`src/hdl/cvl_pkg.sv`:
```
package cvl_pkg;

  localparam int DEPTH_DEF       = 64;
  localparam int VALUE_WIDTH_DEF = 32;

  // fixed widths of the item fields
  localparam int OP_W     = 2;
  localparam int IN_VAL_W = 32;
  localparam int INDEX_W  = 6;
  localparam int STATUS_W = 2;
  localparam int OUT_VAL_W = 32;
  localparam int COUNT_W  = 7;

  typedef enum logic [OP_W-1:0] {
    OP_APPEND     = 2'd0,
    OP_DELETE_ALL = 2'd1,
    OP_REMOVE_AT  = 2'd2,
    OP_NOP        = 2'd3
  } op_t;

  typedef enum logic [STATUS_W-1:0] {
    STATUS_OK    = 2'd0,
    STATUS_FULL  = 2'd1,
    STATUS_RANGE = 2'd2
  } status_t;

  typedef enum logic [1:0] {
    ST_IDLE,
    ST_SCAN,
    ST_DONE
  } state_t;

  typedef struct packed {
    status_t               status;
    logic [OUT_VAL_W-1:0]  removed_value;
    logic [COUNT_W-1:0]    count;
  } result_t;

endpackage

```
`src/hdl/cvl_mem.sv`:
```
module cvl_mem #(
  parameter int DEPTH       = cvl_pkg::DEPTH_DEF,
  parameter int VALUE_WIDTH = cvl_pkg::VALUE_WIDTH_DEF,
  localparam int AW = (DEPTH > 1) ? $clog2(DEPTH) : 1
) (
  input  logic                   clk,
  input  logic                   we,
  input  logic [AW-1:0]          waddr,
  input  logic [VALUE_WIDTH-1:0] wdata,
  input  logic                   re,
  input  logic [AW-1:0]          raddr,
  output logic [VALUE_WIDTH-1:0] rdata
);

  logic [VALUE_WIDTH-1:0] mem [DEPTH];
  logic [VALUE_WIDTH-1:0] rdata_r;

  always_ff @(posedge clk) begin
    if (we) begin
      mem[waddr] <= wdata;
    end
  end

  always_ff @(posedge clk) begin
    if (re) begin
      rdata_r <= mem[raddr];
    end
  end

  assign rdata = rdata_r;

endmodule

```
`src/hdl/cvl_ctrl.sv`:
```
module cvl_ctrl #(
  parameter int DEPTH       = cvl_pkg::DEPTH_DEF,
  parameter int VALUE_WIDTH = cvl_pkg::VALUE_WIDTH_DEF,
  localparam int AW = (DEPTH > 1) ? $clog2(DEPTH) : 1,
  localparam int CW = $clog2(DEPTH + 1)
) (
  input  logic                            clk,
  input  logic                            rst_n,
  input  logic                            in_valid,
  output logic                            in_stall,
  input  logic [cvl_pkg::OP_W-1:0]        in_operation,
  input  logic [cvl_pkg::IN_VAL_W-1:0]    in_value,
  input  logic [cvl_pkg::INDEX_W-1:0]     in_index,
  input  logic                            res_free,
  output logic                            res_valid,
  output cvl_pkg::result_t                res,
  output logic                            mem_we,
  output logic [AW-1:0]                   mem_waddr,
  output logic [VALUE_WIDTH-1:0]          mem_wdata,
  output logic                            mem_re,
  output logic [AW-1:0]                   mem_raddr,
  input  logic [VALUE_WIDTH-1:0]          mem_rdata
);

  localparam int ValExtW = (VALUE_WIDTH > cvl_pkg::IN_VAL_W) ? VALUE_WIDTH
                                                             : cvl_pkg::IN_VAL_W;
  localparam int CntExtW = (CW > cvl_pkg::COUNT_W) ? CW : cvl_pkg::COUNT_W;
  localparam int CmpW    = (CW > cvl_pkg::INDEX_W) ? CW : cvl_pkg::INDEX_W;

  cvl_pkg::state_t  state_r, state_nxt;
  cvl_pkg::op_t     op_r, op_nxt;
  cvl_pkg::status_t status_r, status_nxt;
  logic [VALUE_WIDTH-1:0] value_r, value_nxt;
  logic [VALUE_WIDTH-1:0] taken_r, taken_nxt;
  logic [CW-1:0]          count_r, count_nxt;
  logic [CW-1:0]          rd_r, rd_nxt;
  logic [CW-1:0]          wr_r, wr_nxt;
  logic                   rv_r, rv_nxt;
  logic                   first_r, first_nxt;

  cvl_pkg::op_t           in_op;
  logic [ValExtW-1:0]     in_val_ext;
  logic [VALUE_WIDTH-1:0] in_val;
  logic [CmpW-1:0]        idx_ext;
  logic [CmpW-1:0]        cnt_cmp;
  logic                   accept;
  logic                   full;
  logic                   out_of_range;
  logic                   scan_end;
  logic                   drop;
  logic [ValExtW-1:0]     taken_ext;
  logic [CntExtW-1:0]     cnt_ext;

  assign in_op        = cvl_pkg::op_t'(in_operation);
  assign in_val_ext   = ValExtW'(in_value);
  assign in_val       = in_val_ext[VALUE_WIDTH-1:0];
  assign idx_ext      = CmpW'(in_index);
  assign cnt_cmp      = CmpW'(count_r);
  assign accept       = in_valid && !in_stall;
  assign full         = (count_r == CW'(DEPTH));
  assign out_of_range = (idx_ext >= cnt_cmp);
  assign scan_end     = (rd_r == count_r) && !rv_r;
  // remove-at drops only the first entry read, delete-all every match
  assign drop         = first_r || ((op_r == cvl_pkg::OP_DELETE_ALL) &&
                                    (mem_rdata == value_r));

  // next state
  always_comb begin
    state_nxt = state_r;
    case (state_r)
      cvl_pkg::ST_IDLE: begin
        if (accept) begin
          if ((in_op == cvl_pkg::OP_DELETE_ALL) ||
              ((in_op == cvl_pkg::OP_REMOVE_AT) && !out_of_range)) begin
            state_nxt = cvl_pkg::ST_SCAN;
          end else begin
            state_nxt = cvl_pkg::ST_DONE;
          end
        end
      end
      cvl_pkg::ST_SCAN: begin
        if (scan_end) begin
          state_nxt = cvl_pkg::ST_DONE;
        end
      end
      cvl_pkg::ST_DONE: begin
        if (res_free) begin
          state_nxt = cvl_pkg::ST_IDLE;
        end
      end
      default: state_nxt = cvl_pkg::ST_IDLE;
    endcase
  end

  // fsm outputs
  always_comb begin
    in_stall  = 1'b1;
    res_valid = 1'b0;
    case (state_r)
      cvl_pkg::ST_IDLE: in_stall  = 1'b0;
      cvl_pkg::ST_SCAN: in_stall  = 1'b1;
      cvl_pkg::ST_DONE: res_valid = res_free;
      default:          in_stall  = 1'b1;
    endcase
  end

  // datapath and memory access
  always_comb begin
    op_nxt     = op_r;
    status_nxt = status_r;
    value_nxt  = value_r;
    taken_nxt  = taken_r;
    count_nxt  = count_r;
    rd_nxt     = rd_r;
    wr_nxt     = wr_r;
    rv_nxt     = rv_r;
    first_nxt  = first_r;
    mem_we     = 1'b0;
    mem_waddr  = wr_r[AW-1:0];
    mem_wdata  = mem_rdata;
    mem_re     = 1'b0;
    mem_raddr  = rd_r[AW-1:0];
    case (state_r)
      cvl_pkg::ST_IDLE: begin
        if (accept) begin
          op_nxt     = in_op;
          value_nxt  = in_val;
          taken_nxt  = '0;
          status_nxt = cvl_pkg::STATUS_OK;
          rv_nxt     = 1'b0;
          first_nxt  = 1'b0;
          case (in_op)
            cvl_pkg::OP_APPEND: begin
              if (full) begin
                status_nxt = cvl_pkg::STATUS_FULL;
              end else begin
                mem_we    = 1'b1;
                mem_waddr = count_r[AW-1:0];
                mem_wdata = in_val;
                count_nxt = CW'(count_r + 1'b1);
              end
            end
            cvl_pkg::OP_DELETE_ALL: begin
              rd_nxt = '0;
              wr_nxt = '0;
            end
            cvl_pkg::OP_REMOVE_AT: begin
              if (out_of_range) begin
                status_nxt = cvl_pkg::STATUS_RANGE;
              end else begin
                rd_nxt    = idx_ext[CW-1:0];
                wr_nxt    = idx_ext[CW-1:0];
                first_nxt = 1'b1;
              end
            end
            default: status_nxt = cvl_pkg::STATUS_OK;
          endcase
        end
      end
      cvl_pkg::ST_SCAN: begin
        if (rd_r < count_r) begin
          mem_re = 1'b1;
          rd_nxt = CW'(rd_r + 1'b1);
          rv_nxt = 1'b1;
        end else begin
          rv_nxt = 1'b0;
        end
        if (rv_r) begin
          if (first_r) begin
            taken_nxt = mem_rdata;
          end
          first_nxt = 1'b0;
          // write pointer trails the read pointer, so no unread entry is hit
          if (!drop) begin
            mem_we = 1'b1;
            wr_nxt = CW'(wr_r + 1'b1);
          end
        end
        if (scan_end) begin
          count_nxt = wr_r;
        end
      end
      default: begin
      end
    endcase
  end

  always_ff @(posedge clk) begin
    if (!rst_n) begin
      state_r <= cvl_pkg::ST_IDLE;
      count_r <= '0;
      rv_r    <= 1'b0;
      first_r <= 1'b0;
    end else begin
      state_r <= state_nxt;
      count_r <= count_nxt;
      rv_r    <= rv_nxt;
      first_r <= first_nxt;
    end
  end

  always_ff @(posedge clk) begin
    op_r     <= op_nxt;
    status_r <= status_nxt;
    value_r  <= value_nxt;
    taken_r  <= taken_nxt;
    rd_r     <= rd_nxt;
    wr_r     <= wr_nxt;
  end

  assign taken_ext         = ValExtW'(taken_r);
  assign cnt_ext           = CntExtW'(count_r);
  assign res.status        = status_r;
  assign res.removed_value = taken_ext[cvl_pkg::OUT_VAL_W-1:0];
  assign res.count         = cnt_ext[cvl_pkg::COUNT_W-1:0];

  a_count_bound: assert property (@(posedge clk) disable iff (!rst_n)
    count_r <= CW'(DEPTH))
    else $error("entry count above depth");

  a_wr_behind_rd: assert property (@(posedge clk) disable iff (!rst_n)
    (state_r == cvl_pkg::ST_SCAN) |-> (wr_r <= rd_r))
    else $error("write pointer passed read pointer");

  a_no_overlap: assert property (@(posedge clk) disable iff (!rst_n)
    (mem_we && mem_re) |-> (mem_waddr != mem_raddr))
    else $error("read and write of the same entry in one cycle");

  a_accept_busy: assert property (@(posedge clk) disable iff (!rst_n)
    (in_valid && !in_stall) |=> (state_r != cvl_pkg::ST_IDLE))
    else $error("accepted item left no work");

endmodule

```
`src/hdl/compacting_value_list_core.sv`:
```
// append, no-op and rejected operations: no scan; result goes to the output register
// delete-all and remove-at: scan from the start entry, one stored entry per cycle
//   through the single read port and single write port of the list memory
// one item in flight; the next item is accepted the cycle after its result is registered
// reset clears the count and control state only; memory contents are undefined until written
module compacting_value_list_core #(
  parameter int DEPTH       = cvl_pkg::DEPTH_DEF,
  parameter int VALUE_WIDTH = cvl_pkg::VALUE_WIDTH_DEF
) (
  input  logic                          clk,
  input  logic                          rst_n,
  input  logic                          in_valid,
  output logic                          in_stall,
  input  logic [cvl_pkg::OP_W-1:0]      in_operation,
  input  logic [cvl_pkg::IN_VAL_W-1:0]  in_value,
  input  logic [cvl_pkg::INDEX_W-1:0]   in_index,
  output logic                          out_valid,
  input  logic                          out_stall,
  output logic [cvl_pkg::STATUS_W-1:0]  out_status,
  output logic [cvl_pkg::OUT_VAL_W-1:0] out_removed_value,
  output logic [cvl_pkg::COUNT_W-1:0]   out_count
);

  localparam int AW = (DEPTH > 1) ? $clog2(DEPTH) : 1;

  logic                   mem_we;
  logic [AW-1:0]          mem_waddr;
  logic [VALUE_WIDTH-1:0] mem_wdata;
  logic                   mem_re;
  logic [AW-1:0]          mem_raddr;
  logic [VALUE_WIDTH-1:0] mem_rdata;
  logic                   res_free;
  logic                   res_valid;
  cvl_pkg::result_t       res;

  logic                   out_valid_r, out_valid_nxt;
  cvl_pkg::result_t       out_res_r;

  cvl_mem #(
    .DEPTH       (DEPTH),
    .VALUE_WIDTH (VALUE_WIDTH)
  ) u_mem (
    .clk   (clk),
    .we    (mem_we),
    .waddr (mem_waddr),
    .wdata (mem_wdata),
    .re    (mem_re),
    .raddr (mem_raddr),
    .rdata (mem_rdata)
  );

  cvl_ctrl #(
    .DEPTH       (DEPTH),
    .VALUE_WIDTH (VALUE_WIDTH)
  ) u_ctrl (
    .clk          (clk),
    .rst_n        (rst_n),
    .in_valid     (in_valid),
    .in_stall     (in_stall),
    .in_operation (in_operation),
    .in_value     (in_value),
    .in_index     (in_index),
    .res_free     (res_free),
    .res_valid    (res_valid),
    .res          (res),
    .mem_we       (mem_we),
    .mem_waddr    (mem_waddr),
    .mem_wdata    (mem_wdata),
    .mem_re       (mem_re),
    .mem_raddr    (mem_raddr),
    .mem_rdata    (mem_rdata)
  );

  // output register frees up when empty or being taken
  assign res_free = !out_valid_r || !out_stall;

  always_comb begin
    out_valid_nxt = out_valid_r;
    if (res_valid) begin
      out_valid_nxt = 1'b1;
    end else if (!out_stall) begin
      out_valid_nxt = 1'b0;
    end
  end

  always_ff @(posedge clk) begin
    if (!rst_n) begin
      out_valid_r <= 1'b0;
    end else begin
      out_valid_r <= out_valid_nxt;
    end
  end

  always_ff @(posedge clk) begin
    if (res_valid) begin
      out_res_r <= res;
    end
  end

  assign out_valid         = out_valid_r;
  assign out_status        = out_res_r.status;
  assign out_removed_value = out_res_r.removed_value;
  assign out_count         = out_res_r.count;

endmodule

```
`config.mk`:
```
export PLATFORM = sky130hd
export DESIGN_NAME = compacting_value_list_core
export DESIGN_NICKNAME = d
export VERILOG_FILES = /design/src/hdl/cvl_pkg.sv /design/src/hdl/cvl_mem.sv /design/src/hdl/cvl_ctrl.sv /design/src/hdl/compacting_value_list_core.sv
export SDC_FILE = /design/constraint.sdc
export NUM_CORES = 2
export LEC_CHECK = 0
export BUFFER_PORTS_ARGS = -buffer_cell sky130_fd_sc_hd__buf_2
export CAP_MARGIN = 40
export CORE_MARGIN = 1.5
export CORE_UTILIZATION = 46
export CTS_CLUSTER_DIAMETER = 80
export DETAILED_ROUTE_END_ITERATION = 12
export PLACE_DENSITY_LB_ADDON = 0.2
export SYNTH_ARGS = -nofsm -noshare
export SYNTH_HDL_FRONTEND = slang
export SYNTH_SLANG_ARGS = --single-unit
```
`constraint.sdc`:
```
create_clock -name clk -period 8.7 [get_ports clk]
set_input_delay 0.435 -clock clk [delete_from_list [all_inputs] [get_ports clk]]
set_output_delay 0.435 -clock clk [all_outputs]
set_load 0.02 [all_outputs]
```
; After elaboration in Yosys (flattened, before gate mapping)
; Memories as Yosys holds them, arrays and structs flattened. A register that Yosys moved wholly into a read port is not among the register bits.
; Cells that the tools add are included.
; W data, S select, Z words.
[word_totals]
reg_bits = 135
ram_bits = 2048
inputBits = 44
memories = 1
[memory_table]
columns = memory, words, width, read_ports, rd_ports_with_merged_regs, wr, line
row1 = u_mem.mem, 64, 32, 1, 1, 1, cvl_mem.sv:15  ; logic [VALUE_WIDTH-1:0] mem [DEPTH];
[op_classes]
add_sub_neg = 3
order_cmp = 2
eq_ne = 20
muxes = 54
n_reduce_logical = 22
[ops]
columns = operator, count
row1 = $mux W32, 7
row2 = $pmux W32 S2, 1
row3 = $mux W7, 9
row4 = $pmux W7 S2, 4
row5 = $eq A32 B32 Y1, 1
row6 = $mux W6, 4
row7 = $add A7 B1 Y7 const B, 3
row8 = $mux W1, 19
row9 = $ne A2 B1 Y1 const B, 7
row10 = $mux W2, 5
row11 = $reduce_and A5 Y1, 2
row12 = $eq A7 B7 Y1, 1
row13 = $eq A7 B7 Y1 const B, 1
row14 = $ge A6 B7 Y1, 1
row15 = $lt A7 B7 Y1, 1
row16 = $eq A2 B1 Y1 const B, 3
row17 = $ne A2 B2 Y1 const B, 3
row18 = $ne A3 B3 Y1 const B, 2
row19 = $pmux W1 S2, 3
row20 = $pmux W2 S3, 1
row21 = $reduce_and A3 Y1, 2
row22 = $reduce_and A6 Y1, 1
row23 = $eq A2 B2 Y1 const B, 2
row24 = $logic_and A1 B1 Y1, 4
row25 = 7 further kinds, 14

; Longest topological paths before layout
[depth]
ltp_word = 8
mapped_depth = 13
mapped_depth_nobuf = 8

; Modules after synthesis
; From an unflattened synthesis, not the netlist that was laid out.
[hier_totals]
cells_unflattened = 3767
area_unflattened_um2 = 84990.3
[modules_own_cells]
columns = module, instances, cells_each, area_per_inst_um2, seq_area_each_um2
row1 = cvl_mem, 1, 3324, 78833.1, 62459.9
row2 = cvl_ctrl, 1, 398, 4890.9, 2682.6
row3 = compacting_value_list_core, 1, 45, 1266.2, 1251.2

; Least setup slack after synthesis
; OpenSTA, ideal clock, no wires.
[synth_path]
kind = register to register
startpoint = register u_ctrl.state_r[0]
endpoint = memory u_mem.mem[52][0] in the netlist's numbering, enable pin
setup_time_ps = 461
arrival_ps = 4270
setup_slack_ps = 3969
stages_incl_launch_ff = 9
n_path_buf = 1
period_less_slack_ps = 4731
cell_sequence = dfxtp_1 -> clkbuf_1 -> nor2_1 -> nand2_1 -> inv_2 -> nand2_1 -> o21ai_0 -> nand2_1 -> nor3_1
[synth_between]
elab_chain_len = 6
elab_cells_between_ends = 9
cone_classes = eq/ne: 1 / mux: 6 / reduce/logical: 2
[synth_lines]
columns = element, line
row1 = from (decl), cvl_ctrl.sv:30  ; cvl_pkg::state_t state_r, state_nxt;
row2 = from (signal assigned), cvl_ctrl.sv:190  ; state_r <= cvl_pkg::ST_IDLE;
row3 = from (signal assigned), cvl_ctrl.sv:195  ; state_r <= state_nxt;
row4 = $logic_not A2 Y1, "cvl_ctrl.sv:99, cvl_ctrl.sv:123"
row5 = $logic_and A1 B1 Y1, cvl_ctrl.sv:59  ; assign accept = in_valid && !in_stall;
row6 = $mux W1, cvl_ctrl.sv:125  ; if (accept) begin
row7 = $pmux W1 S2, cvl_ctrl.sv:123  ; case (state_r)
row8 = $mux W1, cvl_mem.sv:19  ; if (we) begin
row9 = $mux W1 (implied by the code), cvl_mem.sv:20  ; mem[waddr] <= wdata;
row10 = to (decl), cvl_mem.sv:15
; Parallel ways exist; a longest one is shown, timed or not.

; Worst setup path after layout
[layout_path]
startpoint = register u_ctrl.count_r[1] (netlist: u_ctrl.cnt_cmp[1])
endpoint = memory u_mem.mem[17][19] in the netlist's numbering, enable pin
[layout_between]
elab_chain_len = 7
elab_cells_between_ends = 11
cone_classes = eq/ne: 1 / mux: 10
[layout_lines]
columns = element, line
row1 = from (decl), cvl_ctrl.sv:35  ; logic [CW-1:0] count_r, count_nxt;
row2 = from (signal assigned), cvl_ctrl.sv:196  ; count_r <= count_nxt;
row3 = $eq A7 B7 Y1, cvl_ctrl.sv:60  ; assign full = (count_r == CW'(DEPTH));
row4 = $mux W1, cvl_ctrl.sv:134  ; if (full) begin
row5 = $mux W1, cvl_ctrl.sv:132  ; case (in_op)
row6 = $mux W1, cvl_ctrl.sv:125
row7 = $pmux W1 S2, cvl_ctrl.sv:123
row8 = $mux W1, cvl_mem.sv:19
row9 = $mux W1 (implied by the code), cvl_mem.sv:20
; Parallel ways exist; a longest one is shown, timed or not.

==> results.env <==
OUTCOME='finished, final reports clean'
MAX_SLEW.WORST_PIN.SLEW_NS=0.987
GLOBALROUTE.TOTALOVERFLOW=0
CRITICALPATHCATEGORY='register to register'
FP-ROW-COUNT=157
RSZ0062_AT_GRT='false'
AVGSYNTHCELLAREA_UM2=22.9
POST_CTS_HOLD_BUFFER_COUNT=44
WORSTPATHBUFFERINVERTERCOUNT=2
CRITPATHMAXFANOUT=17
RELSLEWSLACK_PCT=33.7
TRITONCTS_NUM_SINKS=2215
SYNTH_ASYNC_SR_FLOP_SHARE_PCT=0
YS_WARN_COUNT=0
DRV_SLEW=0
GRT.TOTAL_USAGE_PCT=23.5
CRITICAL-PATH-MAX-STAGE-DELAY_NS=0.72
SYNTH_AREA_LEADER_CELL='edfxtp_1'
FIRST_GLOBAL_VIAS=40600
CLK_TREE_ROOT_CELL='clkbuf_16'
WORST_PATH_TOP_CELL_FAMILY_BY_DELAY='simple AND/OR/NAND/NOR gates'
DIE_W_UM=434
FINALWEIGHTEDCONGESTION=0.859
CRIT_CELLS=9
VIAS=40700
SYNTHESIS.AREA_UM2=85300
FLOORPLAN.IO_PINS=87
SETUP_TNS_NS=0
CORE_REGION_AREA_UM2=184000
CLOCK.FMAX_GHz=0.225
DOMINANTREGCELLSYNTH='edfxtp_1'
AREA_DELTA_SYNTH_FINAL_PCT=14.0
FINAL_SETUP_VIO_COUNT=0
TIMING.MAX_CAP.VIOLATIONS=0
DETAIL_ROUTE.VIAS_PER_CELL=6.07
SYNTH_CELL_TYPES=59
HOLD_WS_NS=0.332
SYNTHTOPCELLSBYAREA='edfxtp_1 78%, mux4_2 16%, nand2_1 0.73%'
SYNTH_EDF_COUNT=2203
CTS-HTREE-LEVELS=4
WORST_R2R_STARTPOINT='u_ctrl.cnt_cmp[1]'
ROUTED_WL_UM=219000
CTS_TREE='built'
HOLD_CLASS='primary input to register'
WORST-R2R-CELL-COUNT=9
MIN_PERIOD_OVER_PERIOD_PCT=51.0
CTS_INSERTED_BUFFERS=212
DP_SLACK_NS=4.43
HOLD_PATH_DEPTH=2
FP.DIEAREA_UM2=188000
SYNTH.NET_COUNT=3799
ROUTE.ANTENNA.REMAINING_NETS=0
DRT_PASS1_ITERATIONS=12
POST_CTS_BUFFERS=0
CRITPATHCAPTURE='u_mem.mem[17][19]'
POWER-PER-CELL-AREA_nW_PER_UM2=233
SYNTH-SEQ-CELLS=2215
GRT_ANTENNA_BEFORE_REPAIR=17
FINISH.NET_COUNT=4112
WIRE_LENGTH_OF_THE_FIRST_GLOBAL_ROUTING_PASS_UM=309000
FINAL_HOLD_VIOL_COUNT=0
DP_HPWL_UM=119000
CP-STARTPOINT='u_ctrl.cnt_cmp[1]'
TIMING.CRITICAL_PATH.FROM_TYPE='register'
IO_BUFFERS=86
DRIVE_GT1_SHARE_PCT=30.1
CP.REQUIRED_NS=9.21
DRT_DRC=0
VERTICAL_DIE_DIMENSION_UM=434
ARRIVAL_NS=4.95
WORST_IR_DROP_VDD_V=0.000180
CLOCK_LATENCY_NS=0.85
POST-PLACE-CELLS=6254
INITIAL_CORE_UTIL_PCT=46.5
CTSRESIZECOUNT=0
CRITPATHCAPTURETYPE='register'
SYNTH-SEQ-AREA-SHARE_PCT=77.8
CTS.REPORTEDPATHS.CLKPINSLEW_NS=0.06
YOSYS_TOP_CELL_AREA_SHARE_PCT=77.5
FIN_WS_NS=4.26
STATIC-LEAKAGE-POWER_nW=30.3
FINAL-INSTANCE-COUNT-EXCL-FILL=6699
REG2REG_TO='u_mem.mem[17][19]'
SERIES_OF_CELL_INSTANCES_ALONG_THE_CRITICAL_PATH='inv_1 > ha_1 > or4b_1 > nor2_1 > a22oi_1 > o2bb2ai_1 > nand2_1 > nor2_4 > buf_4'
NFILLCELLS=14000
GRT_MAX_DEGREE=123
REG2REG_SETUP_SLACK_NS=4.26
CTSLONGESTPATHBUFFERS=3
SYNTHCELLS=3735
DRT-WIRELENGTH-PER-CELL_UM=32.6
POST-ROUTE-MIN-PERIOD_NS=4.44
DRT-INITIAL-DRC-COUNT=5479
CLK_SKEW_NS=0.0335
SLOWEST_STAGE='nor2_4'
stage by stage:
stage               power [mW]  utilization [%]  area (um2)
floorplan                 13.1                -       85300
global placement          13.8             48.8       89700
detailed placement        13.8             49.0       90000
CTS                       22.8             52.9       97200
global route              23.3             52.9       97300
finish                    22.7             53.0       97300
report_power, final:
part           internal [mW]  switching, mW
combinational          0.647           1.05
clock                   5.15           3.93
sequential              11.8         0.0366
cell type report:
class | count | area [um2] | share of cell area, %
Timing Repair Buffer | 291 | 2400 | 2.46
Inverter | 15 | 56.3 | 0.0579
Multi-Input combinational cell | 1313 | 18500 | 19.0
Tap cell | 2464 | 3080 | 3.17
Antenna cell | 8 | 20.0 | 0.0206
Sequential cell | 2215 | 66400 | 68.3
Clock buffer | 258 | 5580 | 5.74
Clock inverter | 135 | 1230 | 1.26
metal layers:
| layer | global-route usage, % | up-vias | wire (um) |
|---|---|---|---|
| met5 | 0 | - | 0 |
| met4 | 6.84 | 0 | 6060 |
| met3 | 4.27 | 293 | 16600 |
| met2 | 36.4 | 1680 | 103000 |
| met1 | 34.4 | 22200 | 92800 |
| li1 | - | 16500 | - |
how the worst min path moves through the flow:
stage                    startpoint                    end  slack, ns
2_1_floorplan   u_ctrl.taken_ext[0]   out_removed_value[0]       0.40
3_3_place_gp   u_ctrl.taken_ext[26]  out_removed_value[26]       0.40
3_5_place_dp   u_ctrl.taken_ext[23]  out_removed_value[23]       0.40
4_1_cts             in_operation[1]         u_ctrl.op_r[1]       0.27
5_1_grt             in_operation[0]         u_ctrl.op_r[0]       0.32
6_report            in_operation[0]         u_ctrl.op_r[0]       0.33
cell families (layout without fill, tap and decap cells):
| group | after synthesis | count (layout) | synth area share [%] |
|---|---|---|---|
| adder cells (fa/ha/maj) | 20 | 20 | 0.293 |
| flip-flops | 2215 | 2215 | 77.8 |
| other | 0 | 8 | 0 |
| buffers and inverters | 207 | 699 | 1.22 |
| AND/OR/NAND/NOR | 395 | 395 | 2.15 |
| AO/OA/AOI/OAI | 216 | 216 | 1.73 |
| XOR/XNOR | 40 | 40 | 0.410 |
| multiplexers | 642 | 642 | 16.4 |
synthesized netlist by cell type, types with 23 or more instances:
cell type and count:
a21oi_1 25, a211oi_1 33, edfxtp_1 2203, o21ai_1 23, mux2i_1 31, mux4_2 605
nor3_1 31, xnor2_1 37, nor2b_1 26, buf_2 58, clkbuf_1 74, nor2_1 72
and2_1 37, nand2_1 166, buf_1 24, o21ai_0 32
cell usage in the layout, fill, tap and decap left out, types with 12 or more instances in the layout:
cell type	netlist	layout
buf_4	22	129
a221oi_1	12	12
and2_1	37	37
nor2b_1	26	23
a22oi_1	22	22
clkbuf_1	74	41
buf_2	58	93
ha_1	20	20
bufinv_16	0	20
a21oi_1	25	23
edfxtp_1	2203	2203
a211oi_1	33	33
nor2_1	72	26
o21a_1	12	12
nor2_4	0	45
dfxtp_1	12	12
mux2i_1	31	31
inv_1	14	13
nor3_2	0	17
clkinv_1	0	48
xnor2_1	37	37
nand2_2	0	29
clkbuf_16	0	217
o21ai_0	32	32
o21ai_1	23	21
nand3_1	22	22
nor3_1	31	14
buf_12	0	14
clkinv_2	0	49
dlygate4sd3_1	0	44
mux4_2	605	605
nand2_1	166	134
registers in the layout (all words and copies together), names as in the netlist, 7 cells and up:
| name | count |
|---|---|
| u_mem.rdata | 32 |
| u_ctrl.rd_r | 7 |
| u_mem.mem | 2048 |
| u_ctrl.wr_r | 7 |
| out_count | 7 |
| u_ctrl.value_r | 32 |
| u_ctrl.cnt_cmp | 7 |
| u_ctrl.taken_ext | 32 |
| out_removed_value | 32 |
Note: power is estimated with default switching activity, not from simulation.
